--- src/design/pdc_pkg.sv ---
`timescale 1ns / 1ps
// ----------------------------------------------------------------------------
// pdc_pkg: shared types and constants of the drop-probability controller
// Item structs, register indexes, field widths and register reset values.
// ----------------------------------------------------------------------------
package pdc_pkg;

  localparam int unsigned DELAY_W = 16;
  localparam int unsigned PROB_W  = 16;
  localparam int unsigned GAIN_W  = 18;
  localparam int unsigned TICK_W  = 16;
  localparam int unsigned BURST_W = 17;
  localparam int unsigned CFG_IDX_W  = 3;
  localparam int unsigned CFG_DATA_W = 18;

  localparam logic [CFG_IDX_W-1:0] REG_TARGET_DELAY    = 3'd0;
  localparam logic [CFG_IDX_W-1:0] REG_UPDATE_PERIOD   = 3'd1;
  localparam logic [CFG_IDX_W-1:0] REG_ALPHA_GAIN      = 3'd2;
  localparam logic [CFG_IDX_W-1:0] REG_BETA_GAIN       = 3'd3;
  localparam logic [CFG_IDX_W-1:0] REG_MAX_PROBABILITY = 3'd4;
  localparam logic [CFG_IDX_W-1:0] REG_BURST_ALLOWANCE = 3'd5;

  localparam logic [DELAY_W-1:0] TARGET_DELAY_RST    = 16'd15;
  localparam logic [TICK_W-1:0]  UPDATE_PERIOD_RST   = 16'd30;
  localparam logic [GAIN_W-1:0]  ALPHA_GAIN_RST      = 18'd8192;
  localparam logic [GAIN_W-1:0]  BETA_GAIN_RST       = 18'd81920;
  localparam logic [PROB_W-1:0]  MAX_PROBABILITY_RST = 16'd6554;
  localparam logic [DELAY_W-1:0] BURST_ALLOWANCE_RST = 16'd150;

  localparam logic [TICK_W-1:0]  TICK_MAX = {TICK_W{1'b1}};

  localparam logic ACT_ARRIVAL = 1'b0;
  localparam logic ACT_DRAIN   = 1'b1;

  typedef struct packed {
    logic               action;
    logic [DELAY_W-1:0] queue_delay;
    logic [PROB_W-1:0]  random_value;
  } in_item_t;

  typedef struct packed {
    logic              drop;
    logic [PROB_W-1:0] drop_probability;
    logic              updated;
  } out_item_t;

endpackage

--- src/design/pie_drop_controller.sv ---
`timescale 1ns / 1ps
// ----------------------------------------------------------------------------
// pie_drop_controller: drop-probability controller for queue management
// Registered input item, one pass of update and drop logic, registered result.
// ----------------------------------------------------------------------------
// One item per clock cycle, sustained while the output is not stalled. An
// accepted item sits in the input register while the proportional-integral
// update (two 19x17 signed multiplies, a sum and a clamp) and the drop test
// run on it; the result register takes it once the output is free, and the
// controller state moves at that same edge, so the next item sees it at once.
// The result is registered. Configuration writes are always ready and
// must be issued only while no item is in flight.
module pie_drop_controller (
  input  logic                          clk,
  input  logic                          rst,
  input  logic                          in_valid,
  output logic                          in_stall,
  input  pdc_pkg::in_item_t             in_item,
  output logic                          out_valid,
  input  logic                          out_stall,
  output pdc_pkg::out_item_t            out_item,
  input  logic                          cfg_valid,
  output logic                          cfg_ready,
  input  logic [pdc_pkg::CFG_IDX_W-1:0] cfg_index,
  input  logic [pdc_pkg::CFG_DATA_W-1:0] cfg_data
);

  logic [pdc_pkg::DELAY_W-1:0] target_delay;
  logic [pdc_pkg::TICK_W-1:0]  update_period;
  logic [pdc_pkg::GAIN_W-1:0]  alpha_gain;
  logic [pdc_pkg::GAIN_W-1:0]  beta_gain;
  logic [pdc_pkg::PROB_W-1:0]  max_probability;
  logic [pdc_pkg::DELAY_W-1:0] burst_allowance;

  logic [pdc_pkg::PROB_W-1:0]  probability, probability_next;
  logic [pdc_pkg::DELAY_W-1:0] previous_delay, previous_delay_next;
  logic [pdc_pkg::TICK_W-1:0]  ticks_since_update, ticks_since_update_next;
  logic [pdc_pkg::BURST_W-1:0] burst_left_time, burst_left_time_next;

  logic               stage_valid;
  pdc_pkg::in_item_t  stage_item;
  pdc_pkg::out_item_t result_next;

  logic out_free;
  logic advance;

  logic               do_update;
  logic signed [16:0] err;
  logic signed [16:0] change;
  logic signed [35:0] alpha_term;
  logic signed [35:0] beta_term;
  logic signed [37:0] sum;
  logic               above_target;

  assign cfg_ready = 1'b1;
  assign out_free  = !out_valid || !out_stall;
  assign advance   = stage_valid && out_free;
  assign in_stall  = stage_valid && !out_free;

  always_ff @(posedge clk) begin
    if (rst) begin
      target_delay    <= pdc_pkg::TARGET_DELAY_RST;
      update_period   <= pdc_pkg::UPDATE_PERIOD_RST;
      alpha_gain      <= pdc_pkg::ALPHA_GAIN_RST;
      beta_gain       <= pdc_pkg::BETA_GAIN_RST;
      max_probability <= pdc_pkg::MAX_PROBABILITY_RST;
      burst_allowance <= pdc_pkg::BURST_ALLOWANCE_RST;
    end else if (cfg_valid && cfg_ready) begin
      unique case (cfg_index)
        pdc_pkg::REG_TARGET_DELAY:    target_delay    <= cfg_data[15:0];
        pdc_pkg::REG_UPDATE_PERIOD:   update_period   <= cfg_data[15:0];
        pdc_pkg::REG_ALPHA_GAIN:      alpha_gain      <= cfg_data;
        pdc_pkg::REG_BETA_GAIN:       beta_gain       <= cfg_data;
        pdc_pkg::REG_MAX_PROBABILITY: max_probability <= cfg_data[15:0];
        pdc_pkg::REG_BURST_ALLOWANCE: burst_allowance <= cfg_data[15:0];
        default: ;
      endcase
    end
  end

  always_comb begin
    do_update    = ticks_since_update >= update_period;
    err          = signed'({1'b0, stage_item.queue_delay}) - signed'({1'b0, target_delay});
    change       = signed'({1'b0, stage_item.queue_delay}) - signed'({1'b0, previous_delay});
    alpha_term   = signed'({1'b0, alpha_gain}) * err;
    beta_term    = signed'({1'b0, beta_gain}) * change;
    sum          = signed'({22'd0, probability})
                 + signed'({{2{alpha_term[35]}}, alpha_term})
                 + signed'({{2{beta_term[35]}}, beta_term});
    above_target = stage_item.queue_delay > target_delay;

    probability_next     = probability;
    previous_delay_next  = previous_delay;
    burst_left_time_next = burst_left_time;
    ticks_since_update_next = ticks_since_update;

    if (do_update) begin
      if (sum[37]) begin
        probability_next = '0;
      end else if (sum > signed'({22'd0, max_probability})) begin
        probability_next = max_probability;
      end else begin
        probability_next = sum[15:0];
      end
      previous_delay_next     = stage_item.queue_delay;
      ticks_since_update_next = '0;
      if (above_target) begin
        burst_left_time_next = '0;
      end else if (burst_left_time < {1'b0, burst_allowance}) begin
        burst_left_time_next = burst_left_time + {1'b0, update_period};
      end
    end

    if (ticks_since_update_next != pdc_pkg::TICK_MAX) begin
      ticks_since_update_next = ticks_since_update_next + 1'b1;
    end

    result_next.drop = (stage_item.action == pdc_pkg::ACT_ARRIVAL)
                    && (burst_left_time_next < {1'b0, burst_allowance})
                    && above_target
                    && (stage_item.random_value < probability_next);
    result_next.drop_probability = probability_next;
    result_next.updated          = do_update;
  end

  always_ff @(posedge clk) begin
    if (rst) begin
      stage_valid        <= 1'b0;
      out_valid          <= 1'b0;
      probability        <= '0;
      previous_delay     <= '0;
      ticks_since_update <= '0;
      burst_left_time    <= {1'b0, pdc_pkg::BURST_ALLOWANCE_RST};
    end else begin
      if (!in_stall) begin
        stage_valid <= in_valid;
      end
      if (out_free) begin
        out_valid <= stage_valid;
      end
      if (advance) begin
        probability        <= probability_next;
        previous_delay     <= previous_delay_next;
        ticks_since_update <= ticks_since_update_next;
        burst_left_time    <= burst_left_time_next;
      end
    end
  end

  always_ff @(posedge clk) begin
    if (in_valid && !in_stall) begin
      stage_item <= in_item;
    end
    if (advance) begin
      out_item <= result_next;
    end
  end

endmodule

--- config.mk ---
export PLATFORM = sky130hd
export DESIGN_NAME = pie_drop_controller
export DESIGN_NICKNAME = d
export VERILOG_FILES = /design/src/design/pdc_pkg.sv /design/src/design/pie_drop_controller.sv
export SDC_FILE = /design/constraint.sdc
export NUM_CORES = 2
export LEC_CHECK = 0
export ABC_CLOCK_PERIOD_IN_PS = 20000
export BUFFER_PORTS_ARGS = -buffer_cell sky130_fd_sc_hd__buf_4
export CORE_MARGIN = 5
export CORE_UTILIZATION = 60
export DETAILED_ROUTE_END_ITERATION = 16
export GPL_ROUTABILITY_DRIVEN = 0
export PLACE_DENSITY = 0.77
export SYNTH_ARGS = -nofsm -noshare
export SYNTH_HDL_FRONTEND = slang
export SYNTH_SLANG_ARGS = --single-unit
--- constraint.sdc ---
create_clock -name clk -period 20 [get_ports clk]
set_clock_uncertainty 0.2 [all_clocks]
set_input_delay 2 -clock clk [delete_from_list [all_inputs] [get_ports clk]]
set_output_delay 2 -clock clk [all_outputs]
set_load 0.02 [all_outputs]
==> flow_results.org <==
** Yosys
- Yosys printed 0 warnings.
- Synthesized area divided by synthesized cell count :: between 8 and 9 µm²
- Share of synthesized area occupied by flip-flops and latches :: 0.144
- Area of the mapped netlist :: roughly 34000 µm²
- Number of distinct standard cells referenced by the synthesized netlist :: 80
- The number of nets handed over by synthesis was 4839.
- Gate count of the mapped netlist :: approximately 3900
- Primary FF master, synth :: sky130_fd_sc_hd__dfxtp_1
- Counting flops with a built-in enable in the synthesized netlist gives 51.
- Counting flops and latches in the post-synthesis netlist gives 218.
- Proportion of synthesized flip-flops having asynchronous set or reset :: 0

** Layout
- Most common cell after layout, fill and taps aside :: sky130_fd_sc_hd__inv_1
- Counting the fill cells in the layout gives between 4000 and 5000.
- With fillers left out, the area of the finished cells amounts to 36100 µm².
- Layout Area Growth over Synthesis :: 6.60%
- Final-stage net count :: slightly below 5000
- The finished layout holds between 4000 and 5000 standard cells, fillers aside.
- Top library cells by usage in the layout, fill and taps aside :: 706 x sky130_fd_sc_hd__inv_1, 635 x sky130_fd_sc_hd__nand2_1, 567 x sky130_fd_sc_hd__fa_1, 362 x sky130_fd_sc_hd__ha_1, 215 x sky130_fd_sc_hd__and2_1
- In the final layout, the share of cells above drive strength 1 is 0.0539.

** Floorplan
- Die Y-Extent :: 248 µm
- Area of the core :: about 56000 µm²
- In this run the horizontal extent of the chip is between 200 and 250 µm.
- In this run the core area contains between 80 and 90 standard-cell rows.
- The die covers ~61000 µm².
- During I/O placement, the number of pins put on the boundary was 80.
- Initial core utilization :: 0.603

** Route
- Before antenna repair, the detailed router went through 5 iterations.
- Iteration-0 DRC Markers :: ~2100
- After detailed routing, the average wire length per cell comes to around 19 µm.
- Detail Route Antenna Nets :: 0
- The final route contains ~26000 vias.
- Via-per-instance ratio :: between 5 and 6
- Residual DRC :: 0
- DRT Wirelength :: a little under 90000 µm

** Power
- In this run the static leakage power is 17.7 nW.
- VDD sags by at most 0.000232 V.
- Tot Pwr :: between 3 and 4 mW
- Power spread over the standard cell area amounts to 106 nW/µm².

** Clocking
- Hold repair after CTS inserted 0 buffers.
- Library cell used as clock root buffer :: sky130_fd_sc_hd__clkbuf_16
- No sink is reached through more buffers than the 3 on the longest clock path.
- After clock tree synthesis, the setup repair step added 0 buffers.
- TritonCTS built the clock tree.
- Clock slew at the register clock pins of the worst setup and hold paths :: 60 ps
- Post-CTS sizing :: 0
- The clock drives between 200 and 250 sinks.
- Clock latency of the later-clocked register in the worst-skew pair :: roughly 520 ps
- Buffers inserted during clock tree synthesis total 25.
- # H-tree levels :: 1

** Placed design
- PortBufs :: just under 80
- Post-detail-place hpwl :: approximately 70000 µm
- The number of placed instances, taps included, is between 4000 and 5000.
- Once placement finished, the instance area stood at 35200 µm².

** Timing
- Unrepaired setup endpoints after global routing :: no
- Post-Route Setup TNS :: 0 ps
- The worst pin sits at a relative slew slack of 0.161.
- Final period demand of the worst path :: between 10000 and 15000 ps
- Final slew viol count :: 0
- On the final layout, the worst hold slack is 254 ps.
- The number of failing hold endpoints at the final stage is 0.
- Transition time at the pin with the least slew margin :: ~1300 ps
- Dividing the final minimum period by the clock period gives 0.697.
- Setup violation total in the final timing report :: 0
- Max Fclk :: 71.7 MHz

** Setup path
- The worst register-to-register path begins at stage_item[17].
- The setup path with the least slack is of type flop to flop.
- Worst path slowest cell :: sky130_fd_sc_hd__fa_1
- Along the worst path, the maximum fanout reaches 18.
- Required time of the critical path :: ~20000 ps
- Delay of the slowest cell on the worst path :: 560 ps
- Together, buffers and inverters on the worst path number 5.
- For flop-to-flop paths, the worst setup slack is 6050 ps.
- Among the stages of the critical path, the cell type that occurs most often is sky130_fd_sc_hd__fa_1.
- Data on the critical path arrives at its endpoint at about 14000 ps.
- Broken down by cell family, the worst path's largest delay share belongs to adder cells.
- CP Capture Type :: flop
- Crit start category :: flop
- The number of cells on the worst reg-to-reg path is 51.
- Critical R2R Capture :: out_item[17]

** Global routing
- Antenna violations before repair :: 1
- Leftover overflow at the end of global routing :: 0
- Entering global routing, the biggest net connects 94 pins.
- First-pass GRT wire length :: roughly 140000 µm
- Via count of the first global-routing pass :: 27200
- Global Route Usage Sum :: 0.296

** Hold path
- For hold timing, the worst endpoint is target_delay[7].
- Tightest Hold Check Type :: flop to flop
- In this run the most critical hold path is launched from target_delay[7].
- Worst hold path stage count :: 2

** Job
- Across the run, the number of max-cap violations was 0.

** Status
- Run status :: finished clean
==> worst max path at each step <==
stage	start	endpoint	slack [ps]	cells past startpoint
global route	stage_item[17]	out_item[17]	5380	51
global placement	stage_item[17]	out_item[17]	6440	51
detailed placement	stage_item[17]	out_item[17]	6310	51
finish	stage_item[17]	out_item[17]	6050	51
CTS	stage_item[17]	out_item[17]	6210	51
floorplan	stage_item[16]	out_item[17]	7660	52
==> cell usage after synthesis (10+ instances only) <==
library cell | n | area, µm²
sky130_fd_sc_hd__a211o_1 | 13 | 114
sky130_fd_sc_hd__a211oi_1 | 15 | 113
sky130_fd_sc_hd__a21boi_0 | 10 | 75.1
sky130_fd_sc_hd__a21o_1 | 36 | 270
sky130_fd_sc_hd__a21oi_1 | 182 | 911
sky130_fd_sc_hd__a31oi_1 | 15 | 93.8
sky130_fd_sc_hd__and2_1 | 215 | 1350
sky130_fd_sc_hd__and3_1 | 21 | 131
sky130_fd_sc_hd__buf_1 | 11 | 41.3
sky130_fd_sc_hd__clkbuf_1 | 136 | 510
sky130_fd_sc_hd__dfxtp_1 | 167 | 3340
sky130_fd_sc_hd__edfxtp_1 | 51 | 1530
sky130_fd_sc_hd__fa_1 | 567 | 11400
sky130_fd_sc_hd__ha_1 | 362 | 4530
sky130_fd_sc_hd__inv_1 | 706 | 2650
sky130_fd_sc_hd__mux2i_1 | 29 | 290
sky130_fd_sc_hd__nand2_1 | 635 | 2380
sky130_fd_sc_hd__nand2b_1 | 24 | 150
sky130_fd_sc_hd__nand3_1 | 38 | 190
sky130_fd_sc_hd__nand3b_1 | 21 | 158
sky130_fd_sc_hd__nand4_1 | 20 | 125
sky130_fd_sc_hd__nor2_1 | 138 | 518
sky130_fd_sc_hd__nor2b_1 | 81 | 507
sky130_fd_sc_hd__nor3_1 | 36 | 180
sky130_fd_sc_hd__o21a_1 | 30 | 225
sky130_fd_sc_hd__o21ai_0 | 78 | 390
sky130_fd_sc_hd__o21ai_1 | 18 | 90.1
sky130_fd_sc_hd__or2_2 | 15 | 93.8
sky130_fd_sc_hd__xnor2_1 | 38 | 333
sky130_fd_sc_hd__xor2_1 | 14 | 123
==> layer usage <==
| metal | up-vias | share of wire | track usage |
|---|---|---|---|
| met2 | 1100 | 0.47 | 0.496 |
| li1 | 12100 | - | - |
| met4 | 0 | 0.042 | 0.102 |
| met1 | 13100 | 0.40 | 0.400 |
| met5 | - | 0 | 0 |
| met3 | 206 | 0.081 | 0.0425 |
==> per-stage QoR <==
| stage | setup slack (ps) | utilization |
|---|---|---|
| after floorplan | 7660 | - |
| after global placement | 6440 | 0.627 |
| after detailed placement | 6310 | 0.627 |
| after CTS | 6210 | 0.643 |
| after global routing | 5380 | 0.643 |
| final | 6050 | 0.643 |
==> power breakdown <==
group	internal [mW]	switching (mW)	leakage, nW
Sequential	0.462	0.0153	1.85
Combinational	1.10	1.78	15.5
Clock	0.285	0.189	0.405
Total	1.84	1.99	17.7
==> sequential cells by signal, summed over array words and instances, names as in the netlist <==
register,count
update_period,16
out_valid,1
target_delay,16
stage_item,33
probability,16
burst_allowance,16
previous_delay,16
burst_left_time,17
beta_gain,18
alpha_gain,18
stage_valid,1
ticks_since_update,16
out_item,18
max_probability,16
==> tightest hold or removal path, stage by stage (launching register included) <==
cell,delay (ps)
sky130_fd_sc_hd__dfxtp_1,310
sky130_fd_sc_hd__nand2_1,50
sky130_fd_sc_hd__a21oi_1,50
==> cell families after synthesis <==
group / count (synthesis) / share of synthesized area
xor+xnor: 52 / 0.0135
buf+inv: 861 / 0.0963
simple gates: 1279 / 0.179
mux: 37 / 0.0112
fa+ha+maj: 929 / 0.469
other cells: 1 / 0.000111
flops: 218 / 0.144
compound gates: 474 / 0.0873
==> cell type report <==
cell class / instances / area [µm²] / share of cell area
flip-flops and latches: 218 / 4870 / 0.135
clock inverters: 18 / 211 / 0.00586
well taps: 756 / 946 / 0.0262
clock buffers: 27 / 643 / 0.0178
multi-input cells: 2772 / 25800 / 0.714
inverters: 707 / 2650 / 0.0735
repair buffers: 132 / 991 / 0.0275
diodes: 1 / 2.50 / 0.0000693
Power figures use the tool's default switching activity.
